### src/hw/rtl/esf_pkg.sv
// shared constants, codes and types for the event subscription fan-out
package esf_pkg;

  localparam int EVENT_COUNT = 128;
  localparam int TASK_COUNT  = 32;

  localparam int EVENT_W = 8;
  localparam int TASK_W  = 5;
  localparam int HANDLE_W = 32;
  localparam int SIZE_W  = 16;
  localparam int MASK_W  = 32;
  localparam int COUNT_W = 32;
  localparam int ADDR_W  = $clog2(EVENT_COUNT);

  localparam int IN_TDATA_W  = 64;
  localparam int IN_TUSER_W  = 2;
  localparam int OUT_TDATA_W = 128;

  // usable task bits of a mask
  localparam logic [MASK_W-1:0] TASK_MASK = MASK_W'((64'd1 << TASK_COUNT) - 64'd1);

  // request actions
  localparam logic [IN_TUSER_W-1:0] ACT_SUBSCRIBE   = 2'd0;
  localparam logic [IN_TUSER_W-1:0] ACT_UNSUBSCRIBE = 2'd1;
  localparam logic [IN_TUSER_W-1:0] ACT_PUBLISH     = 2'd2;

  // result kinds
  localparam logic KIND_DELIVER = 1'b0;
  localparam logic KIND_DROP    = 1'b1;

  typedef enum logic [1:0] {
    ST_IDLE,
    ST_READ,
    ST_EMIT
  } state_t;

endpackage

### src/hw/rtl/esf_ram.sv
// generic single-port-write, single-port-read ram with registered read data
module esf_ram #(
  parameter int WIDTH = 32,
  parameter int DEPTH = 128
) (
  input  logic                     clk,
  input  logic                     we,
  input  logic [$clog2(DEPTH)-1:0] waddr,
  input  logic [WIDTH-1:0]         wdata,
  input  logic [$clog2(DEPTH)-1:0] raddr,
  output logic [WIDTH-1:0]         rdata
);

  logic [WIDTH-1:0] mem [DEPTH];

  // write port and registered read port
  always_ff @(posedge clk) begin
    if (we) begin
      mem[waddr] <= wdata;
    end
    rdata <= mem[raddr];
  end

endmodule

### src/hw/rtl/event_subscription_fanout.sv
// top level of the event subscription fan-out: mask table, sequencer and result stage
//
// channel   dir  handshake            payload
// in_*      in   in_tvalid/in_tready  in_tuser action, in_tdata request fields
// out_*     out  out_tvalid/out_tready out_tuser kind, out_tlast, out_tdata result
//
// a subscribe or unsubscribe reads the table, then modifies and writes back the mask
// a publish reads the table, then emits one drop result or one result per subscriber
// through the single result register, one delivery a cycle while out is not stalled
// the table has one valid bit per entry, so reset clears all masks at once
// a stalled result stalls only the sequencer; a new request is taken while the last
// result of the previous one still waits in the result register
module event_subscription_fanout (
  input  logic                               clk,
  input  logic                               rst_n,
  input  logic                               in_tvalid,
  output logic                               in_tready,
  // [7:0] event_number, [12:8] task_index, [44:13] payload_handle,
  // [60:45] payload_size, [61] handle_once, [63:62] zero
  input  logic [esf_pkg::IN_TDATA_W-1:0]     in_tdata,
  // [1:0] action
  input  logic [esf_pkg::IN_TUSER_W-1:0]     in_tuser,
  output logic                               out_tvalid,
  input  logic                               out_tready,
  // [4:0] target_task, [12:5] event_out, [44:13] handle_out, [60:45] size_out,
  // [61] copy_needed, [93:62] published_total, [125:94] dropped_total, [127:126] zero
  output logic [esf_pkg::OUT_TDATA_W-1:0]    out_tdata,
  // [0] kind
  output logic                               out_tuser,
  output logic                               out_tlast
);

  esf_pkg::state_t state_r, state_nxt;

  // captured request
  logic [esf_pkg::IN_TUSER_W-1:0] act_r;
  logic [esf_pkg::EVENT_W-1:0]    ev_r;
  logic [esf_pkg::TASK_W-1:0]     task_r;
  logic [esf_pkg::HANDLE_W-1:0]   handle_r;
  logic [esf_pkg::SIZE_W-1:0]     size_r;
  logic                           zc_r;

  logic [esf_pkg::MASK_W-1:0]     mask_r, mask_nxt;
  logic                           first_r, first_nxt;
  logic [esf_pkg::COUNT_W-1:0]    dlv_cnt_r, dlv_cnt_nxt;
  logic [esf_pkg::COUNT_W-1:0]    drop_cnt_r, drop_cnt_nxt;
  logic [esf_pkg::EVENT_COUNT-1:0] valid_r;

  // result register
  logic                           out_valid_r, out_valid_nxt;
  logic                           out_kind_r;
  logic                           out_last_r;
  logic [esf_pkg::TASK_W-1:0]     out_task_r;
  logic [esf_pkg::EVENT_W-1:0]    out_ev_r;
  logic [esf_pkg::HANDLE_W-1:0]   out_handle_r;
  logic [esf_pkg::SIZE_W-1:0]     out_size_r;
  logic                           out_copy_r;
  logic [esf_pkg::COUNT_W-1:0]    out_pub_r;
  logic [esf_pkg::COUNT_W-1:0]    out_drop_r;

  // request field views
  logic [esf_pkg::EVENT_W-1:0]    in_ev;
  logic [esf_pkg::TASK_W-1:0]     in_task;
  logic                           in_acc;
  logic                           in_ok;

  // table port
  logic                           ram_we;
  logic [esf_pkg::ADDR_W-1:0]     ram_waddr;
  logic [esf_pkg::ADDR_W-1:0]     ram_raddr;
  logic [esf_pkg::MASK_W-1:0]     ram_wdata;
  logic [esf_pkg::MASK_W-1:0]     ram_rdata;
  logic [esf_pkg::MASK_W-1:0]     rd_mask;
  logic [esf_pkg::ADDR_W-1:0]     ev_addr;
  logic [esf_pkg::MASK_W-1:0]     task_bit;

  // scan helpers
  logic [esf_pkg::TASK_W-1:0]     low_idx;
  logic [esf_pkg::MASK_W-1:0]     mask_rest;
  logic                           out_load;

  assign in_ev   = in_tdata[7:0];
  assign in_task = in_tdata[12:8];
  assign in_acc  = in_tvalid && in_tready;

  // request needs the table: known action, event in range, task in range if not publish
  assign in_ok = ({1'b0, in_ev} < 9'(esf_pkg::EVENT_COUNT)) &&
                 ((in_tuser == esf_pkg::ACT_PUBLISH) ||
                  (((in_tuser == esf_pkg::ACT_SUBSCRIBE) ||
                    (in_tuser == esf_pkg::ACT_UNSUBSCRIBE)) &&
                   ({1'b0, in_task} < 6'(esf_pkg::TASK_COUNT))));

  assign in_tready = (state_r == esf_pkg::ST_IDLE);

  assign ev_addr   = ev_r[esf_pkg::ADDR_W-1:0];
  assign ram_raddr = in_ev[esf_pkg::ADDR_W-1:0];
  assign ram_waddr = ev_addr;
  assign rd_mask   = valid_r[ev_addr] ? ram_rdata : '0;
  assign task_bit  = esf_pkg::MASK_W'(1) << task_r;

  esf_ram #(
    .WIDTH(esf_pkg::MASK_W),
    .DEPTH(esf_pkg::EVENT_COUNT)
  ) u_table (
    .clk   (clk),
    .we    (ram_we),
    .waddr (ram_waddr),
    .wdata (ram_wdata),
    .raddr (ram_raddr),
    .rdata (ram_rdata)
  );

  // lowest subscribed task of the remaining mask
  always_comb begin
    low_idx = '0;
    for (int i = esf_pkg::MASK_W - 1; i >= 0; i--) begin
      if (mask_r[i]) begin
        low_idx = esf_pkg::TASK_W'(i);
      end
    end
  end

  assign mask_rest = mask_r & (mask_r - esf_pkg::MASK_W'(1));
  assign out_load  = (state_r == esf_pkg::ST_EMIT) && (!out_valid_r || out_tready);

  // sequencer next state and table write
  always_comb begin
    state_nxt    = state_r;
    mask_nxt     = mask_r;
    first_nxt    = first_r;
    dlv_cnt_nxt  = dlv_cnt_r;
    drop_cnt_nxt = drop_cnt_r;
    ram_we       = 1'b0;
    ram_wdata    = rd_mask;
    case (state_r)
      esf_pkg::ST_IDLE: begin
        if (in_acc && in_ok) begin
          state_nxt = esf_pkg::ST_READ;
        end
      end
      esf_pkg::ST_READ: begin
        if (act_r == esf_pkg::ACT_PUBLISH) begin
          mask_nxt  = rd_mask & esf_pkg::TASK_MASK;
          first_nxt = 1'b1;
          state_nxt = esf_pkg::ST_EMIT;
        end else begin
          ram_we    = 1'b1;
          ram_wdata = (act_r == esf_pkg::ACT_SUBSCRIBE) ? (rd_mask | task_bit)
                                                        : (rd_mask & ~task_bit);
          state_nxt = esf_pkg::ST_IDLE;
        end
      end
      esf_pkg::ST_EMIT: begin
        if (out_load) begin
          first_nxt = 1'b0;
          if (mask_r == '0) begin
            drop_cnt_nxt = drop_cnt_r + esf_pkg::COUNT_W'(1);
            state_nxt    = esf_pkg::ST_IDLE;
          end else begin
            dlv_cnt_nxt = dlv_cnt_r + esf_pkg::COUNT_W'(1);
            mask_nxt    = mask_rest;
            if (mask_rest == '0) begin
              state_nxt = esf_pkg::ST_IDLE;
            end
          end
        end
      end
      default: begin
        state_nxt = esf_pkg::ST_IDLE;
      end
    endcase
  end

  // result valid flag
  always_comb begin
    out_valid_nxt = out_valid_r;
    if (out_load) begin
      out_valid_nxt = 1'b1;
    end else if (out_tready) begin
      out_valid_nxt = 1'b0;
    end
  end

  // control registers
  always_ff @(posedge clk) begin
    if (!rst_n) begin
      state_r     <= esf_pkg::ST_IDLE;
      valid_r     <= '0;
      dlv_cnt_r   <= '0;
      drop_cnt_r  <= '0;
      out_valid_r <= 1'b0;
      first_r     <= 1'b0;
    end else begin
      state_r     <= state_nxt;
      dlv_cnt_r   <= dlv_cnt_nxt;
      drop_cnt_r  <= drop_cnt_nxt;
      out_valid_r <= out_valid_nxt;
      first_r     <= first_nxt;
      if (ram_we) begin
        valid_r[ev_addr] <= 1'b1;
      end
    end
  end

  // request capture and scan mask
  always_ff @(posedge clk) begin
    if (in_acc) begin
      act_r    <= in_tuser;
      ev_r     <= in_ev;
      task_r   <= in_task;
      handle_r <= in_tdata[44:13];
      size_r   <= in_tdata[60:45];
      zc_r     <= in_tdata[61];
    end
    mask_r <= mask_nxt;
  end

  // result payload
  always_ff @(posedge clk) begin
    if (out_load) begin
      out_ev_r   <= ev_r;
      out_pub_r  <= dlv_cnt_nxt;
      out_drop_r <= drop_cnt_nxt;
      if (mask_r == '0) begin
        out_kind_r   <= esf_pkg::KIND_DROP;
        out_task_r   <= '0;
        out_handle_r <= '0;
        out_size_r   <= '0;
        out_copy_r   <= 1'b0;
        out_last_r   <= 1'b1;
      end else begin
        out_kind_r   <= esf_pkg::KIND_DELIVER;
        out_task_r   <= low_idx;
        out_handle_r <= (zc_r && !first_r) ? '0 : handle_r;
        out_size_r   <= size_r;
        out_copy_r   <= !zc_r;
        out_last_r   <= (mask_rest == '0);
      end
    end
  end

  assign out_tvalid = out_valid_r;
  assign out_tuser  = out_kind_r;
  assign out_tlast  = out_last_r;
  assign out_tdata  = {2'b00, out_drop_r, out_pub_r, out_copy_r, out_size_r,
                       out_handle_r, out_ev_r, out_task_r};

  // a drop result always closes its publish
  a_drop_last: assert property (@(posedge clk) disable iff (!rst_n)
    (out_tvalid && (out_tuser == esf_pkg::KIND_DROP)) |-> out_tlast)
    else $error("drop result without last");

  // an empty scan mask in the emit state only occurs before any delivery
  a_empty_first: assert property (@(posedge clk) disable iff (!rst_n)
    ((state_r == esf_pkg::ST_EMIT) && (mask_r == '0)) |-> first_r)
    else $error("empty mask after deliveries started");

  // a table request always goes to the read state next
  a_take_read: assert property (@(posedge clk) disable iff (!rst_n)
    (in_acc && in_ok) |=> (state_r == esf_pkg::ST_READ))
    else $error("accepted request did not read the table");

  // the drop counter moves only with a drop result loaded
  a_drop_cnt: assert property (@(posedge clk) disable iff (!rst_n)
    (drop_cnt_r != $past(drop_cnt_r)) |-> (out_tvalid && (out_tuser == esf_pkg::KIND_DROP)))
    else $error("drop count changed without a drop result");

endmodule
### config.mk
export PLATFORM = sky130hd
export DESIGN_NAME = event_subscription_fanout
export DESIGN_NICKNAME = d
export VERILOG_FILES = /design/src/hw/rtl/esf_pkg.sv /design/src/hw/rtl/esf_ram.sv /design/src/hw/rtl/event_subscription_fanout.sv
export SDC_FILE = /design/constraint.sdc
export NUM_CORES = 2
export LEC_CHECK = 0
export ABC_CLOCK_PERIOD_IN_PS = 12400
export BUFFER_PORTS_ARGS = -buffer_cell sky130_fd_sc_hd__buf_2
export CAP_MARGIN = 10
export CORE_ASPECT_RATIO = 0.75
export CORE_UTILIZATION = 50
export CTS_CLUSTER_DIAMETER = 40
export DETAILED_ROUTE_END_ITERATION = 8
export PLACE_DENSITY = 0.77
export SLEW_MARGIN = 20
export SYNTH_ARGS = -nofsm -noshare
export SYNTH_HDL_FRONTEND = slang
export SYNTH_HIERARCHICAL = 1
export SYNTH_SLANG_ARGS = --single-unit
### constraint.sdc
create_clock -name clk -period 12.4 [get_ports clk]
set_clock_uncertainty 0.15 [all_clocks]
set_input_delay 2.48 -clock clk [delete_from_list [all_inputs] [get_ports clk]]
set_output_delay 2.48 -clock clk [all_outputs]
set_load 0.05 [all_outputs]
==> impl_results.md <==
* I/O pin count at approximately 200
* CP Launch Type: input port
* Die ar. at about 350000 sq um
* # hold bufs at CTS at 0
* Die Y at 513 um
* Iteration-0 DRC Markers at 13700
* CTS tree: built
* Tot GR Track Use at 0.266
* Max VDD drop at 133 uV
* Top_reg_cell synth: edfxtp_1
* Final Hold Fails at 0
* Kind of critical path: input port to flop
* Initial Util at 0.502
* Post-Syn Instances at roughly 7600
* DRC violations left at 0
* First-pass DRT Iterations at 6
* Synth Area per Inst at ~23 sq um
* Top cell type's share of synthesized area at 0.746
* Antenna-violating nets left at 0
* Clk root buf: clkbuf_16
* Final RePlAce weighted congestion at just under 0.9
* Sw frac at 0.224
* Largest cells by area after synthesis: edfxtp_1 75%, mux4_2 17%, dfxtp_1 2.6%, nor2_1 0.84%, clkbuf_1 0.57%
* Final Setup Violations at 0
* Clk sinks at 4548
* Die width at between 600 and 700 um
* Residual overflow from global routing at 0
* Via-per-instance ratio at 6.62
* Sequential share of the synthesized area at 0.772
* Depth of the worst hold-timing path at 0
* Post-synthesis cell area at 174000 sq um
* Tcrit/Tclk final at 0.500
* Fmax at 161 MHz
* CTS buffer count at 439
* Maxcap violations at 0
* Post-synth EDFFs at 4320
* Vias in the first global route at 87900
* CTS max path bufs at 4
* Final min period at around 6.2 ns
* Slew Limit Headroom at 0.185
* Post-CTS Repair Setup Buffers at 0
* Most numerous cell in the Yosys netlist: edfxtp_1
* Fraction of registers with async set/reset at 0
* Status: finished clean
* DP HPWL at 241000 um
* R2R depth at 10
* WL/cell at around 36 um
* Sequential power share at 0.527
* Distinct cells, synth at 68
* Share of post-route cells with drive strength above 1 at 0.316
* Fin nets at 8163
* Final slew viol count at 0
* Synth cell count leaders: 4320 x edfxtp_1, 1350 x mux4_2, 390 x nor2_1
* Critical path capture point type: flop
* CP Data Required Time at 13.10 ns
* Cts repair resizes at 0
* Sw Pwr at between 7000 and 8000 uW
* Largest net degree at the start of global routing at between 150 and 200
* Power share of the clock group at 0.412
* Antenna violations before repair at 38
* Area Overhead vs Synth at 13.4%
* Clock Latency Late Sink at 0.98 ns
* H-Tree Depth at 5
* Gate power share at 0.062
* Hold Crit Class: flop to flop
* Slew at the pin closest to its max-slew limit at 1.22 ns
* Pwr Density at 166 nW/um^2
* Reg clk slew, reported paths at 0.06 ns
* Buffers added on ports at about 200
* Crit path DAT at 6.89 ns
* Worst-path maximum fanout at 86
* Synthesis Warnings at 6
* Flops & latches, synth at between 4000 and 5000
* RSZ-0062 raised after global routing: false
* Routed vias at 86600
* Total core area at 346000 sq um
* First-pass GRT wire length at 655000 um
* Synth area leader: edfxtp_1
* P_int at between 20000 and 30000 uW
* WHS at roughly 0.28 ns
* Post-Route WL at 472000 um
* Lkg Pwr at 0.0616 uW
* Setup TNS at 0 ns
* Site Rows at 187
-- critical path, cell delays in order --
cell,delay (ns)
buf_12,0.54
buf_4,0.76
buf_4,0.68
mux4_2,0.64
mux4_2,0.69
mux4_2,0.59
mux2_2,0.29
-- final cells by class --
type,count,area (sq um)
Clock buffer,530,11600
Timing Repair Buffer,452,3410
Inverter,22,86.3
Clock inverter,266,2740
Fill cell,23500,149000
Tap cell,4630,5790
Multi-Input combinational cell,2628,39100
Sequential cell,4548,134000
Antenna cell,15,37.5
-- sequential cells by signal, indices dropped and copies added, names as in the netlist, 5 cells and up --
name	count
out_size_r	16
out_ev_r	8
mask_r	32
valid_r	128
dlv_cnt_r	32
drop_cnt_r	32
out_task_r	5
task_r	5
out_pub_r	32
out_drop_r	32
u_table/rdata	32
handle_r	32
out_handle_r	32
size_r	16
ev_r	8
u_table/mem	4096
-- per-stage QoR --
step,cells,utilization,setup WS (ns),power (uW),area (sq um)
finish,13100,0.570,6.20,32800,197000
floorplan,7614,-,3.67,18800,174000
CTS,13100,0.569,6.18,32800,197000
global placement,12300,0.527,5.33,19400,182000
detailed placement,12300,0.527,5.24,19500,182000
global route,13100,0.570,5.97,33500,197000
-- placed cells by master, fill, tap and decap left out, types with 21 or more instances in the layout --
cell,instances
clkinv_1,85
o21a_1,70
edfxtp_1,4320
nor2_1,270
clkbuf_16,448
o21ai_0,50
clkinvlp_4,38
mux2_2,45
and2_1,126
nor2b_1,22
mux2i_1,21
nand2_1,112
clkinv_4,26
xnor2_1,45
nand4_1,35
nand3_1,71
a21oi_1,23
buf_4,221
clkbuf_1,71
dfxtp_1,228
a221oi_1,22
bufinv_16,42
clkinv_2,40
buf_2,190
nor2_4,120
mux4_2,1350
-- power groups by stage --
stage | combinational (uW) | clock [uW] | sequential, uW
after detailed placement | 1920 | 0 | 17600
final | 2020 | 13500 | 17300
after global routing | 2080 | 14100 | 17300
after global placement | 1830 | 0 | 17600
after floorplan | 1070 | 0 | 17700
after CTS | 1950 | 13600 | 17300
-- path summary, 6_finish.rpt --
path                startpoint                        endpoint  slack, ns
min          ev_r[7]$_DFFE_PP_           out_ev_r[7]$_DFFE_PP_       0.28
max                in_tdata[0]       u_table/rdata[20]$_DFF_P_       6.20
min reg2reg  ev_r[7]$_DFFE_PP_           out_ev_r[7]$_DFFE_PP_       0.28
max reg2reg  ev_r[3]$_DFFE_PP_  u_table/mem[115][31]$_DFFE_PP_       6.59
-- metal layers --
metal | track usage | share of wire
met4 | 0.102 | 0.044
met2 | 0.413 | 0.47
met5 | 0 | 0.00096
met3 | 0.0894 | 0.15
met1 | 0.350 | 0.34
-- logic make-up after synthesis --
family	synth area share
flops	0.772
xor+xnor	0.00312
buf+inv	0.0103
simple gates	0.0233
mux	0.179
fa+ha+maj	0.000201
other cells	0.0000216
compound gates	0.0116
(Power assumes the default switching activity.)
